**src/pl0ts_pkg.sv**
```systemverilog
package pl0ts_pkg;

	typedef enum logic [3:0] {
		M_IDLE, M_IDENT, M_NUMBER, M_LESS, M_GREATER, M_COLON, M_SLASH,
		M_COMMENT, M_STAR, M_HALT
	} mode_t;

	localparam logic [2:0] ST_TOKEN   = 3'd0;
	localparam logic [2:0] ST_STRAY   = 3'd1;
	localparam logic [2:0] ST_COLON   = 3'd2;
	localparam logic [2:0] ST_BADID   = 3'd3;
	localparam logic [2:0] ST_NUMLONG = 3'd4;
	localparam logic [2:0] ST_UNTERM  = 3'd5;
	localparam logic [2:0] ST_DONE    = 3'd6;

	localparam logic [4:0] K_IDENT = 5'd0, K_NUMBER = 5'd1, K_PLUS = 5'd2, K_MINUS = 5'd3,
		K_MULT = 5'd4, K_SLASH = 5'd5, K_EQ = 5'd6, K_NEQ = 5'd7, K_LES = 5'd8,
		K_LEQ = 5'd9, K_GTR = 5'd10, K_GEQ = 5'd11, K_BECOMES = 5'd12,
		K_LPAREN = 5'd13, K_RPAREN = 5'd14, K_COMMA = 5'd15, K_SEMI = 5'd16,
		K_PERIOD = 5'd17, K_CONST = 5'd18, K_INT = 5'd19, K_PROC = 5'd20,
		K_CALL = 5'd21, K_BEGIN = 5'd22, K_END = 5'd23, K_IF = 5'd24,
		K_THEN = 5'd25, K_ELSE = 5'd26, K_WHILE = 5'd27, K_DO = 5'd28,
		K_IN = 5'd29, K_OUT = 5'd30, K_ODD = 5'd31;

	localparam int KEEP = 9;

	typedef struct packed {
		logic [2:0]  status;
		logic [4:0]  kind;
		logic [15:0] line;
		logic [15:0] col;
		logic [7:0]  len;
		logic        last;
	} res_t;

	// front to back: up to two results per beat
	typedef struct packed {
		logic [1:0] n;
		res_t       r0;
		res_t       r1;
	} pair_t;

endpackage

```
**src/pl0ts_back.sv**
```systemverilog
module pl0ts_back import pl0ts_pkg::*; (
	input  logic  clk,
	input  logic  arst_n,
	input  logic  pv,
	input  pair_t pd,
	output logic  full,
	input  logic  pop,
	output logic  empty,
	output res_t  head
);

	// four-entry result queue; front needs room for two results per beat
	res_t       mem_q [4];
	logic [1:0] rp_q, wp_q;
	logic [2:0] cnt_q;
	logic       deq;

	assign empty = cnt_q == 3'd0;
	assign full  = cnt_q > 3'd2;
	assign head  = mem_q[rp_q];
	assign deq   = pop && !empty;

	always_ff @(posedge clk or negedge arst_n) begin
		if (!arst_n) begin
			rp_q <= '0; wp_q <= '0; cnt_q <= '0;
		end else begin
			if (deq) rp_q <= rp_q + 2'd1;
			if (pv) wp_q <= wp_q + pd.n;
			cnt_q <= cnt_q + (pv ? {1'b0, pd.n} : 3'd0) - {2'b0, deq};
		end
	end

	always_ff @(posedge clk) begin
		if (pv) begin
			mem_q[wp_q] <= pd.r0;
			if (pd.n == 2'd2) mem_q[wp_q + 2'd1] <= pd.r1;
		end
	end

endmodule

```
**config.mk**
```make
export PLATFORM = sky130hd
export DESIGN_NAME = pl0ts_back
export DESIGN_NICKNAME = d
export VERILOG_FILES = /design/src/pl0ts_pkg.sv /design/src/pl0ts_back.sv
export SDC_FILE = /design/constraint.sdc
export NUM_CORES = 1
export LEC_CHECK = 0
export ABC_AREA = 1
export BUFFER_PORTS_ARGS = -buffer_cell sky130_fd_sc_hd__buf_2
export CAP_MARGIN = 20
export CORE_MARGIN = 3
export CORE_UTILIZATION = 63
export DETAILED_ROUTE_END_ITERATION = 16
export HOLD_SLACK_MARGIN = 0.05
export PLACE_DENSITY_LB_ADDON = 0.05
export SLEW_MARGIN = 15
export SYNTH_ARGS = -nofsm -noshare
export SYNTH_HDL_FRONTEND = slang
export SYNTH_SLANG_ARGS = --single-unit
```
**constraint.sdc**
```tcl
create_clock -name clk -period 4.3 [get_ports clk]
set_input_delay 0.645 -clock clk [delete_from_list [all_inputs] [get_ports clk]]
set_output_delay 0.645 -clock clk [all_outputs]
set_load 0.05 [all_outputs]
```
==> results of run 1 <==
==> state kept, by name (all words and copies together), names as in the netlist <==
signal and cells:
cnt_q 3, mem_q 196, wp_q 2, rp_q 2
==> report_power, final <==
part,switching (mW),internal [mW]
Clock,0.742,0.969
Sequential,0.121,2.53
Combinational,2.80,0.777
Total,3.67,4.27
==> logic make-up after synthesis <==
logic type               count (synthesis)  share of synthesized area, %
adder cells (fa/ha/maj)                  5                        0.6417
AO/OA/AOI/OAI                           99                         4.538
AND/OR/NAND/NOR                        878                         32.59
buffers and inverters                  158                         6.726
flip-flops                             203                         55.51
==> per-layer routing <==
| layer | share of wire (%) | wire [um] |
|---|---|---|
| met4 | 2.3 | 653 |
| met1 | 40 | 11120 |
| met5 | 0.057 | 16 |
| met2 | 47 | 13240 |
| met3 | 11 | 3048 |
==> through the flow <==
step | instance area [um^2] | setup slack [ns] | power, mW
final | 12370 | 1.152 | 7.939
after global routing | 12370 | 0.9734 | 8.358
after CTS | 12370 | 1.115 | 7.943
after detailed placement | 11710 | 1.626 | 6.256
after global placement | 11710 | 1.715 | 6.203
after floorplan | 10920 | 1.443 | 5.324
==> worst max-delay path by stage <==
stage | startpoint | to | slack [ns]
floorplan | pv | mem_q[2][0] | 1.44
global placement | pv | mem_q[0][6] | 1.72
detailed placement | pv | mem_q[3][5] | 1.63
CTS | rp_q[1] | head[20] | 1.11
global route | rp_q[0] | head[33] | 0.97
finish | rp_q[1] | head[21] | 1.15
==> cell type report <==
class                   count  area share [%]
well taps                 220           2.226
clock buffers              27           4.775
inverters                  64           1.952
clock inverters            13          0.4350
multi-input cells         982           33.73
repair buffers            172           7.850
flip-flops and latches    203           49.03
==> critical path: stages (launching register included) <==
cell,delay (ns)
dfrtp_1,0.37
clkinv_2,0.55
buf_12,0.45
nor2_1,0.13
o21ai_0,0.09
nand2_1,0.14
buf_2,0.27
==> cells in the mapped netlist <==
library cell,instances
nand2_2,1
or2_2,1
nand3b_1,1
nand3_1,199
nor2_1,104
buf_1,10
clkinv_1,1
dfrtp_1,7
buf_4,2
o21ai_0,99
ha_1,4
nand4_1,1
inv_1,62
nand2_1,570
fa_1,1
inv_2,1
buf_6,11
nor2_2,1
edfxtp_1,196
buf_2,41
clkbuf_1,30
==> repair_timing <==
action	CTS	global route
hold buffers	1	0
hold endpoints to repair	7	0
buffers inserted	0	0
==> results.toml, run 1 <==
[layout]
fin_util_pct = 73.80
syn_to_final_growth_pct = 13.27
fill_cells = 1271
nNetsFinal = 1554
antennaDiodeCount = 0
regArea_mm2 = 0.006065
drive_above_1_share_pct = 14.78
multi_input_area_mm2 = 0.004172
mostFrequentLayoutCell = "nand2_1"
layout_common_cells = "562 x nand2_1, 199 x nand3_1, 196 x edfxtp_1"
final_cells = 1681

[routing]
wl_per_cell_um = 16.70
viasPerCell = 5.626
drt-pass1-iter-count = 6
drt_iter0_markers = 899
drc = 0
vias = 9457
ant_nets = 0
wl_um = 28070

[critical_path]
rrSetupSlack_ns = 1.74
crit_required_ns = 3.65
timing.rr.start = "wp_q[1]"
cp.arrival_ns = 2.50
reg2reg_to = "mem_q[2][9]"
critPathKind = "reg -> out"
worstRegToRegCells = 5
cp-start-kind = "register"
path_max_fanout = 52
cp-end-kind = "primary output"

[worst_hold_path]
min_to = "rp_q[0]"
holdPathStages = 3
hold_start = "pop"
min_path_type = "in -> reg"

[placed_design]
gp_congestion = 0.8121
hpwl_um = 16110
io_buffers = 154
dp.cells = 1640

[sta]
final.setup.tns_ns = 0
finalSetupViolations = 0
final-max-slew-violation-count = 0
relSlewSlack_pct = 31.85
period_minus_slack_ns = 3.148
fmax_mhz = 317.7
tightestPinTransition_ns = 1.022
hold_viol = 0
min_period_over_period_pct = 73.20
rsz0062_at_grt = "false"
hold-worst-slack_ns = 0.4191
finClkSkew_ns = 0.01085

[floorplan]
rows = 47
num_io_pins = 155
die_h_um = 137.7
coreArea_mm2 = 0.01676
die_w_um = 137.7
floorplan.initialDensity_pct = 65.15
dieArea_mm2 = 0.01895

[clocking]
clk_latency_ns = 0.50
clockBufferDepth = 3
clockRootBuffer = "clkbuf_16"
htree_levels = 1
cts_buffers = 22
clock-sinks = 203
clkTransAtPathRegs_ns = 0.06
cts_resized = 0
cts_tree = "yes"

[power_and_ir_drop]
leakage_nw = 5.780
vdd_drop_max_v = 0.0004955
powerDensity_mw_per_mm2 = 641.9

[yosys]
synth_fp_nets = 1452
syn_avg_cell_area_um2 = 8.130
synth-seq-cells = 203
synthCells = 1343
synth_cell_types = 21
synth_seq_area_share_pct = 55.51
synth_top_area_share_pct = 53.90
synth_warnings = 0
synthTopCellsByArea = "edfxtp_1 54%, nand2_1 20%, nand3_1 9.1%"
synthesis.area_mm2 = 0.01092
synth.largest_area_cell = "edfxtp_1"

[global_routing]
antenna_found_initial = 2
grtUsageMet2_pct = 46.88
grt.met3_usage_pct = 5.478
track_usage_pct = 29.67
grt_max_degree = 105
grt_pass1_vias = 8706
busiest_layer = "met2"
overflow = 0
grt_pass1_wl_um = 44240
grtUsageMet1_pct = 41.57

[flow_run]
cap_viol_max_count = 0

[run_status]
status = "finished, final reports clean"
Power figures use the tool's default switching activity.
==> run 2: changes to the inputs <==
--- a/config.mk
+++ b/config.mk
@@ -5,11 +5,11 @@
 export SDC_FILE = /design/constraint.sdc
 export NUM_CORES = 1
 export LEC_CHECK = 0
-export ABC_AREA = 1
+export ABC_AREA = 0
 export BUFFER_PORTS_ARGS = -buffer_cell sky130_fd_sc_hd__buf_2
 export CAP_MARGIN = 20
 export CORE_MARGIN = 3
-export CORE_UTILIZATION = 63
+export CORE_UTILIZATION = 57
 export DETAILED_ROUTE_END_ITERATION = 16
 export HOLD_SLACK_MARGIN = 0.05
 export PLACE_DENSITY_LB_ADDON = 0.05
==> constraint.sdc (replaced) <==
create_clock -name clk -period 3.1 [get_ports clk]
set_input_delay 0.465 -clock clk [delete_from_list [all_inputs] [get_ports clk]]
set_output_delay 0.465 -clock clk [all_outputs]
set_load 0.05 [all_outputs]
==> results.toml, run 2 <==
[global_routing]
grt_pass1_vias = 6022
grt_pass1_wl_um = 34270
track_usage_pct = 22.69
grt_max_degree = 50
antenna_found_initial = 2
overflow = 0

[routing]
viasPerCell = 5.937
wl_um = 21690
wl_per_cell_um = 23.55
drc = 0
vias = 5468
drt-pass1-iter-count = 4
ant_nets = 0
drt_iter0_markers = 251

[yosys]
synth-edff-count = 196
synthCells = 520
synth-seq-cells = 203
syn_avg_cell_area_um2 = 19.24
synth_warnings = 0
synth_seq_area_share_pct = 60.59
synth_common_cells = "196 x edfxtp_1, 143 x mux2_2, 49 x mux2_4, 49 x mux4_2, 19 x buf_2"
synthFlopType = "edfxtp_1"
synthTopCellsByArea = "edfxtp_1 59%, mux2_2 16%, mux4_2 11%"
synth.largest_area_cell = "edfxtp_1"
yosysMostFrequentCell = "edfxtp_1"
synth_fp_nets = 629
synth_cell_types = 29
synth_top_area_share_pct = 58.84
async_reset_ff_share_pct = 3.448
synthesis.area_mm2 = 0.01000

[layout]
top_register = "mem_q"
largest_reg_flops = 196
nNetsFinal = 792
mostFrequentLayoutCell = "edfxtp_1"
drive_above_1_share_pct = 65.47
reg.largest.list = "mem_q x196, cnt_q x3"
syn_to_final_growth_pct = 18.59
layout_common_cells = "196 x edfxtp_1, 154 x buf_2, 143 x mux2_2"

[critical_path]
critical_path.max_stage_delay_ns = 0.80
cp-start-kind = "register"
crit_required_ns = 2.63
critPathKind = "reg -> out"
path_max_fanout = 26
rrSetupSlack_ns = 0.87
cpMaxStageDelayCell = "dfrtp_4"
cp.arrival_ns = 2.30
path_cells = "buf_12 > mux4_2 > buf_2"
cp-end-kind = "primary output"

[clocking]
cts_buffers = 22
cts_hold_repair.buffers = 1
clockBufferDepth = 3
clk_latency_ns = 0.50
clkTransAtPathRegs_ns = 0.05
cts_resized = 0
cts_tree = "yes"
clock-sinks = 203
htree_levels = 1
clockRootBuffer = "clkbuf_16"
cts_setup_buffers = 0

[power_and_ir_drop]
leakage_nw = 4.435
p_total_mw = 10.51
vdd_drop_max_v = 0.0005967
powerDensity_mw_per_mm2 = 886.1

[placed_design]
io_buffers = 154
gp_congestion = 0.7715
hpwl_um = 13440
dp_slack_ns = 0.7840

[run_status]
status = "finished, final reports clean"

[floorplan]
dieArea_mm2 = 0.01918
num_io_pins = 155
die_h_um = 138.5
die_w_um = 138.5
floorplan.initialDensity_pct = 59.27
rows = 47
coreArea_mm2 = 0.01688

[sta]
final-max-slew-violation-count = 0
period_minus_slack_ns = 2.765
relSlewSlack_pct = 55.71
fmax_mhz = 361.6
finClkSkew_ns = 0.01707
setup_ws_ns = 0.3345
finalSetupViolations = 0
tightestPinTransition_ns = 0.6644
min_period_over_period_pct = 89.21
hold_viol = 0
rsz0062_at_grt = "false"

[flow_run]
cap_viol_max_count = 0

[worst_hold_path]
min_path_type = "in -> reg"
==> run 2: stage by stage <==
stage,instance area (um^2),util (%),std cells,hold slack [ns],setup TNS (ns)
2_1_floorplan,10020,-,520,0.1694,-15.28
3_3_place_gp,11120,65.91,877,0.3030,0
3_5_place_dp,11120,65.91,877,0.3086,0
4_1_cts,11840,70.12,917,0.2480,0
5_1_grt,11860,70.26,919,0.2790,0
6_report,11860,70.29,921,0.2712,0
==> run 2: where the power goes <==
part	total (mW)	internal, mW	switching (mW)
Clock	2.54	1.51	1.03
Combinational	4.10	1.43	2.68
Sequential	3.87	3.58	0.287
==> run 2: worst paths after layout <==
check / startpoint / end / cells after the start
setup / recovery: rp_q[0] / head[5] / 3
hold / removal: pv / wp_q[0] / 2
setup reg to reg: wp_q[1] / mem_q[3][9] / 4
hold reg to reg: cnt_q[2] / cnt_q[2] / 1
max in group asynchronous: arst_n / rp_q[0] / 2
min in group asynchronous: arst_n / cnt_q[2] / 2
==> run 2: worst max-delay path: cells and delay by family, from the launching register on <==
kind                   cells  cell delay, ns
buffers and inverters      2            0.48
flip-flops                 1            0.80
multiplexers               1            0.53
==> run 2: metal layers <==
layer | vias up | global-route usage, % | part of all wire (%)
li1 | 2459 | - | -
met1 | 2809 | 29.74 | 41
met2 | 164 | 39.49 | 51
met3 | 34 | 4.834 | 6.6
met4 | 2 | 4.940 | 2.0
met5 | - | 0 | 0.032
==> run 2: cells by family after synthesis <==
group / count (synthesis) / synth area share (%)
buffers and inverters: 41 / 2.164
AND/OR/NAND/NOR: 13 / 0.6380
AO/OA/AOI/OAI: 7 / 0.4503
flip-flops: 203 / 60.59
adder cells (fa/ha/maj): 5 / 0.7005
multiplexers: 245 / 34.93
XOR/XNOR: 6 / 0.5253
==> run 2: cell type report <==
type,count,area (um^2)
Timing Repair Buffer,174,998.5
Multi-Input combinational cell,276,3791
Clock inverter,14,118.9
Tap cell,220,275.3
Sequential cell,203,6066
Inverter,6,22.52
Clock buffer,25,583.1
Antenna cell,3,7.507
Fill cell,1122,5015
==> run 3: changes to the inputs <==
--- a/config.mk
+++ b/config.mk
@@ -12,7 +12,7 @@
 export CORE_UTILIZATION = 57
 export DETAILED_ROUTE_END_ITERATION = 16
 export HOLD_SLACK_MARGIN = 0.05
-export PLACE_DENSITY_LB_ADDON = 0.05
+export PLACE_DENSITY = 0.77
 export SLEW_MARGIN = 15
 export SYNTH_ARGS = -nofsm -noshare
 export SYNTH_HDL_FRONTEND = slang
==> results.toml, run 3 (synthesis gave the netlist of run 2 again) <==
[run_status]
status = "finished, final reports clean"

[sta]
hold_viol = 0
relSlewSlack_pct = 37.84
tightestPinTransition_ns = 0.9299
finalSetupViolations = 0
finClkSkew_ns = 0.01691
period_minus_slack_ns = 2.887
fmax_mhz = 346.4
rsz0062_at_grt = "false"
final-max-slew-violation-count = 0
min_period_over_period_pct = 93.11
final.setup.tns_ns = 0

[placed_design]
io_buffers = 154
postPlaceCellArea_mm2 = 0.01112
gp_congestion = 0.8037
dp.cells = 876
hpwl_um = 13670

[routing]
vias = 5531
wl_um = 21890
ant_nets = 0
drc = 0
drt-pass1-iter-count = 5
wl_per_cell_um = 23.81
drt_iter0_markers = 366
viasPerCell = 6.018

[critical_path]
cp.arrival_ns = 2.42
cpMaxStageDelayCell = "dfrtp_4"
cp-end-kind = "primary output"
crit_family = "flip-flops"
crit_start = "rp_q[0]"
crit_buf_inv = 2
crit_required_ns = 2.63
path_cells = "buf_4 > mux4_2 > buf_2"
timing.rr.start = "wp_q[0]"
path_max_fanout = 31
cp-start-kind = "register"
critical_path.max_stage_delay_ns = 0.86
critPathKind = "reg -> out"

[layout]
final_cells = 919
drive_above_1_share_pct = 64.71
layout_common_cells = "196 x edfxtp_1, 154 x buf_2, 143 x mux2_2"
syn_to_final_growth_pct = 17.64
nNetsFinal = 790
reg.largest.list = "mem_q x196, cnt_q x3"
fin_area_mm2 = 0.01177
largest_reg_flops = 196
top_register = "mem_q"
mostFrequentLayoutCell = "edfxtp_1"

[floorplan]
die_h_um = 138.5
floorplan.initialDensity_pct = 59.27
rows = 47
coreArea_mm2 = 0.01688
num_io_pins = 155
dieArea_mm2 = 0.01918
die_w_um = 138.5

[global_routing]
overflow = 0
grt_pass1_wl_um = 34710
antenna_found_initial = 4
track_usage_pct = 22.98
grt_max_degree = 50
grt_pass1_vias = 6147

[clocking]
cts_buffers = 22
clockBufferDepth = 3
htree_levels = 1
clk_latency_ns = 0.50
clkTransAtPathRegs_ns = 0.06
clock-sinks = 203
cts_setup_buffers = 0
clockRootBuffer = "clkbuf_16"
cts_tree = "yes"

[power_and_ir_drop]
p_total_mw = 10.28
leakage_nw = 4.403
powerDensity_mw_per_mm2 = 873.9
vdd_drop_max_v = 0.0007049

[flow_run]
cap_viol_max_count = 0

[worst_hold_path]
min_path_type = "in -> reg"
hold_start = "pv"
run 3: cell types whose count changed in the layout (fill, tap and decap cells not counted), sizes merged:
cell / before / now
buf: 173 / 171
diode: 3 / 2
clkinv: 10 / 15
clkinvlp: 2 / 0
bufinv: 2 / 0
run 3: layout make-up:
type,instances,area [um^2]
antenna,2,5.005
clock buffer,25,561.8
clock inverter,15,75.07
fill,1140,5110
inverter,6,22.52
multi-input combinational,276,3791
sequential,203,6066
tap,220,275.3
timing repair buffer,172,970.9
run 3: stage by stage:
stage	util [%]	setup WS, ns	hold WS (ns)
6_report	69.72	0.2134	0.2377
5_1_grt	69.71	0.07982	0.2584
4_1_cts	69.69	0.1459	0.2186
3_5_place_dp	65.86	0.5782	0.3102
3_3_place_gp	65.86	0.6622	0.3078
2_1_floorplan	-	-0.3118	0.1694
run 3: path summary, 6_finish.rpt:
| path | slack, ns | cells past startpoint | endpoint |
|---|---|---|---|
| setup / recovery | 0.21 | 3 | head[47] |
| hold / removal | 0.24 | 2 | wp_q[0] |
| setup reg to reg | 0.66 | 4 | mem_q[0][10] |
| hold reg to reg | 0.53 | 1 | cnt_q[2] |
| max in group asynchronous | 2.59 | 2 | rp_q[1] |
| min in group asynchronous | 0.33 | 2 | wp_q[0] |
run 3: repair_timing:
| item | CTS | global route |
|---|---|---|
| resized for setup | 0 | 0 |
| endpoints found under the setup margin | 0 | 0 |
| hold endpoints to repair | 7 | 0 |
| hold buffers | 1 | 0 |
run 3: power by group:
part	internal [mW]	switching (mW)
clock network	1.30	1.03
registers	3.58	0.330
logic	1.41	2.64
run 3: per-layer routing:
metal | vias up | share of wire [%] | wire (um) | GRT usage (%)
li1 | 2450 | - | - | -
met1 | 2864 | 41 | 8987 | 31.60
met2 | 185 | 50 | 10980 | 38.87
met3 | 26 | 7.3 | 1601 | 5.076
met4 | 6 | 1.3 | 290 | 3.900
met5 | - | 0.13 | 28 | 0
run 3: worst register-to-register path, stage by stage, from the launching register on:
cell and delay, ns:
dfrtp_1 0.56, nand4b_1 0.31, or2_2 0.58, o21ai_4 0.36, buf_4 0.32
